[config.mk]
export PLATFORM = sky130hd
export DESIGN_NAME = tdpt_divider
export DESIGN_NICKNAME = d
export VERILOG_FILES = /design/src/rtl/tdpt_pkg.sv /design/src/rtl/tdpt_divider.sv
export SDC_FILE = /design/constraint.sdc
export NUM_CORES = 1
export LEC_CHECK = 0
export BUFFER_PORTS_ARGS = -buffer_cell sky130_fd_sc_hd__buf_2
export CAP_MARGIN = 10
export CORE_ASPECT_RATIO = 1.5
export CORE_MARGIN = 4
export CORE_UTILIZATION = 59
export CTS_CLUSTER_DIAMETER = 30
export DETAILED_ROUTE_END_ITERATION = 7
export MAX_ROUTING_LAYER = met4
export PLACE_DENSITY = 0.86
export SYNTH_ARGS = -nofsm -noshare
export SYNTH_HDL_FRONTEND = slang
export SYNTH_SLANG_ARGS = --single-unit
[constraint.sdc]
create_clock -name clk -period 5.3 [get_ports clk]
set_input_delay 0.265 -clock clk [delete_from_list [all_inputs] [get_ports clk]]
set_output_delay 0.265 -clock clk [all_outputs]
set_load 0.02 [all_outputs]
[src/rtl/tdpt_pkg.sv]
// Package: constants, types and FSM encoding for the trial division prime test.
`default_nettype none

package tdpt_pkg;

	localparam int FIELD_W       = 32;
	localparam int WIDTH_DEF     = 32;
	localparam int FIRST_DIVISOR = 2;
	localparam int MIN_PRIME     = 2;

	typedef struct packed {
		logic               start;
		logic [FIELD_W-1:0] dividend;
		logic [FIELD_W-1:0] divisor;
	} div_req_t;

	typedef struct packed {
		logic               done;
		logic [FIELD_W-1:0] quotient;
		logic [FIELD_W-1:0] remainder;
	} div_rsp_t;

	typedef enum logic [2:0] {
		ST_IDLE,
		ST_START,
		ST_WAIT,
		ST_DECIDE,
		ST_FINISH
	} state_t;

endpackage

`default_nettype wire

[src/rtl/tdpt_divider.sv]
// Bit-serial restoring divider, one quotient bit per cycle.
`default_nettype none

module tdpt_divider #(
	parameter int NW = tdpt_pkg::FIELD_W
) (
	input  wire logic               clk,
	input  wire logic               arst_n,
	input  wire tdpt_pkg::div_req_t req,
	output      tdpt_pkg::div_rsp_t rsp
);
	import tdpt_pkg::*;

	localparam int CNT_W = $clog2(NW);

	logic             busy_q;
	logic             done_q;
	logic [CNT_W-1:0] count_q;
	logic [NW-1:0]    quo_q;
	logic [NW-1:0]    rem_q;
	logic [NW-1:0]    divisor_q;

	logic [NW:0]      trial;
	logic [NW:0]      diff;
	logic             take;
	logic [NW-1:0]    next_rem;

	assign trial    = {rem_q, quo_q[NW-1]};
	assign diff     = trial - {1'b0, divisor_q};
	assign take     = ~diff[NW];
	assign next_rem = take ? diff[NW-1:0] : trial[NW-1:0];

	always_ff @(posedge clk or negedge arst_n) begin
		if (!arst_n) begin
			busy_q  <= 1'b0;
			done_q  <= 1'b0;
			count_q <= '0;
		end else begin
			done_q <= 1'b0;
			if (req.start) begin
				busy_q  <= 1'b1;
				count_q <= '0;
			end else if (busy_q) begin
				count_q <= count_q + CNT_W'(1);
				if (count_q == CNT_W'(NW - 1)) begin
					busy_q <= 1'b0;
					done_q <= 1'b1;
				end
			end
		end
	end

	always_ff @(posedge clk) begin
		if (req.start) begin
			quo_q     <= req.dividend[NW-1:0];
			rem_q     <= '0;
			divisor_q <= req.divisor[NW-1:0];
		end else if (busy_q) begin
			quo_q <= {quo_q[NW-2:0], take};
			rem_q <= next_rem;
		end
	end

	assign rsp.done      = done_q;
	assign rsp.quotient  = FIELD_W'(quo_q);
	assign rsp.remainder = FIELD_W'(rem_q);

endmodule

`default_nettype wire

==> run metrics, run 1 <==
Initial Utilization=61.2%; clock skew=0.00663 ns; Remaining DRCs=0; largest net degree at the start of global routing=56; global placer's final weighted congestion=1.01; Tightest Hold Check Type=input pin to flip-flop; first-pass GRT wire length=24.1 mm; dominant cell by count in the synthesized netlist=nand2_1; Setup crit start kind=flip-flop; YS warnings=0; Via Count=5073; DIE AREA=11900 sq um; layout cell share with drive strength beyond 1=26.6%; library cells used by synthesis=58; kind of cell adding the most delay to the critical path=compound AO/OA/AOI/OAI gates; dpl cells=823; Slew @ Worst Pin=1.17 ns; top cell type's share of synthesized area=32.1%; post-cts sizing count=0; post-route setup TNS=0 ns; Hold Buf Count CTS=1; vias per cell=6.04; overall routing resource usage=25.6%; Layout Cells excl Fill=840; # fillers=750; CTS Buf Count=9; CP max stage delay=0.65 ns; CORE AREA=9800 sq um; crit path max fanout=16; Synth Cell Area=5990 sq um; I/O Buffers=131; Core Rows=44; Max VDD drop=0.000235 V; min cycle time layout=3.70 ns; Slew Limit Headroom=21.6%; Die Width=90.3 um; CP Class=flip-flop to flip-flop; leading area contributor after synthesis=edfxtp_1; drt total wl=14.6 mm; CP cell instances=inv_1 > ha_1 > fa_1 > nand2b_1 > a21oi_1 > o211ai_1 > nand2_1 > a2bb2oi_4 > xor2_2 > buf_4 > mux2_2 > mux2i_1 > nor2_1; initial antenna violation count=0; drt wl/cell=17.4 um; DR iter-0 viols=274; RSZ-0062 raised after global routing=no; combined area of the multi-input logic cells=2960 sq um; post-route ant nets=0; syn_nets=704; Hold Startpoint=req[2]; part of the cycle the worst path needs=69.8%; Max Root-Sink Buffers=2; ys flop type=edfxtp_1; latest clock arrival within the worst-skew pair=0.35 ns; worst path bufs/invs=2; critical path's slowest cell=xor2_2; vias in the first global route=5133; reg2reg start=quo_q[31]$_DFFE_PP_; Final setup viols=0; dpl hpwl=10.8 mm; Layout Nets=822; area growth from synthesis to layout=17.3%; synth cell count leaders=66 x nand2_1, 64 x edfxtp_1, 57 x nor2_1; post-synthesis cell count=602; WP data required=5.51 ns; I/O Pins=132; CP Capture Type=flip-flop; power per cell area=273 nW/um^2; CTS tree=yes; Async SR Flop Fraction=6.80%; Peak Freq=270 MHz; Root Driver=clkbuf_16; clock sink count=103; status=finished, final reports clean; Leak=0.00323 uW; drt first pass iters=5; htree depth=3; n_diodes=0; GR Overflow Total=0; final slew viol count=0; Synth Register Bits=103; Seq/Total Area, Yosys=45.7%; post-CTS setup buffer count=0; Synth area leaders=edfxtp_1 32%, dfxtp_1 11%, ha_1 7.1%, mux2_2 6.0%, nand2_1 4.1%; Reg clk slew, reported paths=0.08 ns; die height=131 um; beginning of the critical path=quo_q[31]$_DFFE_PP_; worst path arrival time=3.91 ns; max_cap viols=0; Avg Cell Area, Syn=9.96 sq um; number of synthesized flops with an enable pin=64; FF/Latch Area=2740 sq um; Hold Vio Cnt, Final=0
## area by class of cell
cell class | count | area share [%]
repair buffers | 136 | 9.93
clock buffers | 9 | 3.20
clock inverters | 7 | 1.58
inverters | 41 | 2.19
flip-flops and latches | 103 | 38.9
multi-input cells | 429 | 42.1
well taps | 115 | 2.05
## per-layer routing
layer  track usage [%]  routed length [um]  vias to the layer above
met1              28.7                5680                     2380
met3              3.89                 856                       47
li1                  -                   -                     2441
met4              11.2                 493                        0
met5                 -                   0                        -
met2              44.9                7560                      205
## where the power goes
part           leakage, uW  switching [uW]  internal, uW
clock             0.000164             312           424
sequential         0.00100            23.1           906
combinational      0.00207             148           104
## sequential cells by signal, indices dropped and copies added (netlist names)
name	count
done_q	1
rem_q	32
divisor_q	32
busy_q	1
count_q	5
quo_q	32
## through the flow
| step | util, % | instance area [sq um] | setup WS, ns | total power [uW] | hold WS (ns) |
|---|---|---|---|---|---|
| after floorplan | - | 5990 | 2.44 | 1110 | -0.0306 |
| after global placement | 68.2 | 6690 | 1.84 | 1180 | 0.101 |
| after detailed placement | 68.2 | 6690 | 1.64 | 1200 | 0.107 |
| after CTS | 71.8 | 7030 | 1.56 | 1930 | 0.0733 |
| after global routing | 71.8 | 7030 | 1.39 | 1990 | 0.0709 |
| final | 71.8 | 7030 | 1.60 | 1920 | 0.0852 |
## logic make-up (layout without fill, tap and decap cells)
| family | Yosys count | count (layout) | synth area share [%] |
|---|---|---|---|
| xor+xnor | 29 | 29 | 4.49 |
| fa+ha+maj | 35 | 35 | 7.43 |
| simple gates | 176 | 176 | 13.4 |
| flops | 103 | 103 | 45.7 |
| compound gates | 153 | 153 | 17.4 |
| buf+inv | 70 | 193 | 4.93 |
| mux | 36 | 36 | 6.68 |
## cell usage in the layout, fill, tap and decap left out, types with 4 or more instances in the layout
cell type  Yosys  routed
o31ai_1        8       8
nor2b_1        4       4
xnor2_1       15      15
and4_1         4       4
nor2_1        57      57
dfxtp_1       32      32
buf_2          8     130
ha_1          34      34
nand2b_1       8       8
o21ai_1        4       4
a21oi_1       49      49
a21o_1        10      10
o21a_1         5       5
o211ai_1       6       6
clkbuf_16      0       9
edfxtp_1      64      64
and3_1         7       7
a311oi_1      19      19
nand4_1        7       7
inv_1         41      41
dfrtp_1        7       7
o21ai_0       20      20
mux2_2        32      32
buf_4          6       5
nand3_1        7       7
nor3_1         6       6
mux2i_1        4       4
xor2_1        12      12
nand2_1       66      66
a211oi_1       7       7
## path summary, 6_finish.rpt
check / end / cells after the start / slack, ns
min in group asynchronous: count_q[1]$_DFFE_PN0P_ / 2 / 0.27
min: divisor_q[2]$_DFFE_PP_ / 1 / 0.09
max: rem_q[13]$_SDFFE_PP0P_ / 13 / 1.60
min reg2reg: rem_q[3]$_SDFFE_PP0P_ / 2 / 0.51
max reg2reg: rem_q[13]$_SDFFE_PP0P_ / 13 / 1.60
max in group asynchronous: done_q$_DFF_PN0_ / 2 / 4.86
Power figures use the tool's default switching activity.
==> run 2: changes to the inputs <==
CORE_UTILIZATION = 50   (was 59)
PLACE_DENSITY = 0.77   (was 0.86)
clock period = 3.25 ns   (was 5.3 ns; I/O delays follow)
==> run metrics, run 2 (synthesis results as in run 1) <==
number of cells on the critical path=12; Setup crit start kind=flip-flop; Layout Nets=865; biggest regs=divisor_q (32), quo_q (32), rem_q (32); kind of cell adding the most delay to the critical path=compound AO/OA/AOI/OAI gates; power after layout=3120 uW; worst path arrival time=3.32 ns; die height=142 um; CP max stage delay=0.57 ns; power per cell area=414 nW/um^2; vias in the first global route=5411; Final Worst Setup Slack=0.181 ns; first-pass GRT wire length=25.3 mm; Root Driver=clkbuf_16; final slew viol count=0; global placer's final weighted congestion=0.943; most common cell after layout, fill and taps aside=buf_2; Max Root-Sink Buffers=2; CTS tree=yes; drt first pass iters=5; Via Count=5267; clock sink count=103; largest net degree at the start of global routing=81; pre-CTS setup slack=0.0250 ns; critical path's slowest cell=o31ai_1; r2r setup slk=0.18 ns; CP cell instances=inv_1 > ha_1 > o211ai_1 > a21oi_1 > nor2_1 > o31ai_1 > o21ai_2 > o41ai_1 > buf_4 > nand3_1 > and4_1 > a31o_2; dpl cells=867; DR iter-0 viols=277; Hold Vio Cnt, Final=0; CP Capture Type=flip-flop; Peak Freq=326 MHz; WHS Endpoint=quo_q[0]$_DFFE_PP_; Reg clk slew, reported paths=0.09 ns; max_cap viols=0; FF-to-FF End=rem_q[31]$_SDFFE_PP0P_; WP data required=3.50 ns; Die Width=97.4 um; vias per cell=5.74; clock skew=0.0123 ns; CORE AREA=11700 sq um; Final setup viols=0; dpl hpwl=11.4 mm; RSZ-0062 raised after global routing=yes; DP Area=6820 sq um; part of the cycle the worst path needs=94.4%; crit path max fanout=4; Remaining DRCs=0; Slew Limit Headroom=58.9%; Initial Utilization=51.4%; Hold Startpoint=req[32]; latest clock arrival within the worst-skew pair=0.36 ns; I/O Buffers=131; post-route ant nets=0; post-route setup TNS=0 ns; Design Area, Final=7540 sq um; drt total wl=15.6 mm; initial antenna violation count=0; CTS Buf Count=9; min cycle time layout=3.07 ns; worst path bufs/invs=2; Slew @ Worst Pin=0.612 ns; Core Rows=48; Layout Cells excl Fill=918; reg2reg start=divisor_q[4]$_DFFE_PP_; Tightest Hold Check Type=input pin to flip-flop; htree depth=3; area growth from synthesis to layout=25.7%; layout cell share with drive strength beyond 1=27.1%; status=finished, final reports clean; Max VDD drop=0.000315 V; I/O Pins=132; most frequent cells in the layout=130 x buf_2, 66 x nand2_1, 64 x edfxtp_1, 57 x nor2_1, 48 x a21oi_1; CP Class=flip-flop to flip-flop; drt wl/cell=17.0 um; overall routing resource usage=22.9%; hold-critical path depth=3; Leak=0.00343 uW; GR Overflow Total=0; DIE AREA=13800 sq um; Worst R2R Path Depth=12; n_diodes=0
[run 2: changes by cell type in the layout (fill, tap and decap cells not counted), moves of 2 or more]
cell,before,now
a2111oi_0,2,0
a2111oi_2,1,3
buf_12,0,2
buf_4,5,14
bufinv_16,2,0
clkinv_8,1,4
dlygate4sd3_1,1,33
inv_6,3,1
[run 2: area by class of cell]
type / instances / area, sq um
Tap cell: 150 / 188
Clock inverter: 7 / 101
Clock buffer: 9 / 225
Timing Repair Buffer: 179 / 1130
Fill cell: 982 / 4120
Multi-Input combinational cell: 429 / 3000
Inverter: 41 / 154
Sequential cell: 103 / 2740
[run 2: per-stage QoR]
step                      hold slack [ns]  util, %
after global placement           -0.00448     58.5
final                              0.0965     64.7
after detailed placement          0.00472     58.5
after floorplan                    -0.133        -
after global routing               0.0924     64.7
after CTS                          0.0917     64.2
[run 2: timing repair]
| action | in CTS | in global routing |
|---|---|---|
| hold buffers | 33 | 0 |
| endpoints found under the hold margin | 39 | 0 |
| gates cloned | 0 | 0 |
| setup buffers | 0 | 2 |
| pin swaps | 0 | 1 |
| gates resized for setup | 1 | 7 |
| endpoints found under the setup margin | 1 | 29 |
[run 2: worst max-delay path by stage]
| stage | from | end | slack, ns |
|---|---|---|---|
| CTS | divisor_q[4]$_DFFE_PP_ | rem_q[27]$_SDFFE_PP0P_ | 0.03 |
| global route | quo_q[31]$_DFFE_PP_ | rem_q[0]$_SDFFE_PP0P_ | -0.08 |
| global placement | quo_q[31]$_DFFE_PP_ | rem_q[28]$_SDFFE_PP0P_ | 0.14 |
| detailed placement | quo_q[31]$_DFFE_PP_ | rem_q[28]$_SDFFE_PP0P_ | 0.02 |
| floorplan | quo_q[31]$_DFFE_PP_ | rem_q[13]$_SDFFE_PP0P_ | 0.39 |
| finish | divisor_q[4]$_DFFE_PP_ | rem_q[31]$_SDFFE_PP0P_ | 0.18 |
[run 2: layer usage]
layer  wire length (um)  GRT usage [%]  up-vias
li1                   -              -     2516
met1               6100           25.0     2532
met2               8220           41.4      181
met3                889           3.97       38
met4                396           8.83        0
met5                  0              -        -
[run 2: tightest hold or removal path, cell delays in order]
cell     delay (ns)
buf_2          0.08
nand2_1        0.04
o21ai_0        0.06
[run 2: power breakdown]
part	switching (uW)	internal [uW]
clock network	588	566
logic	252	201
registers	38.4	1480
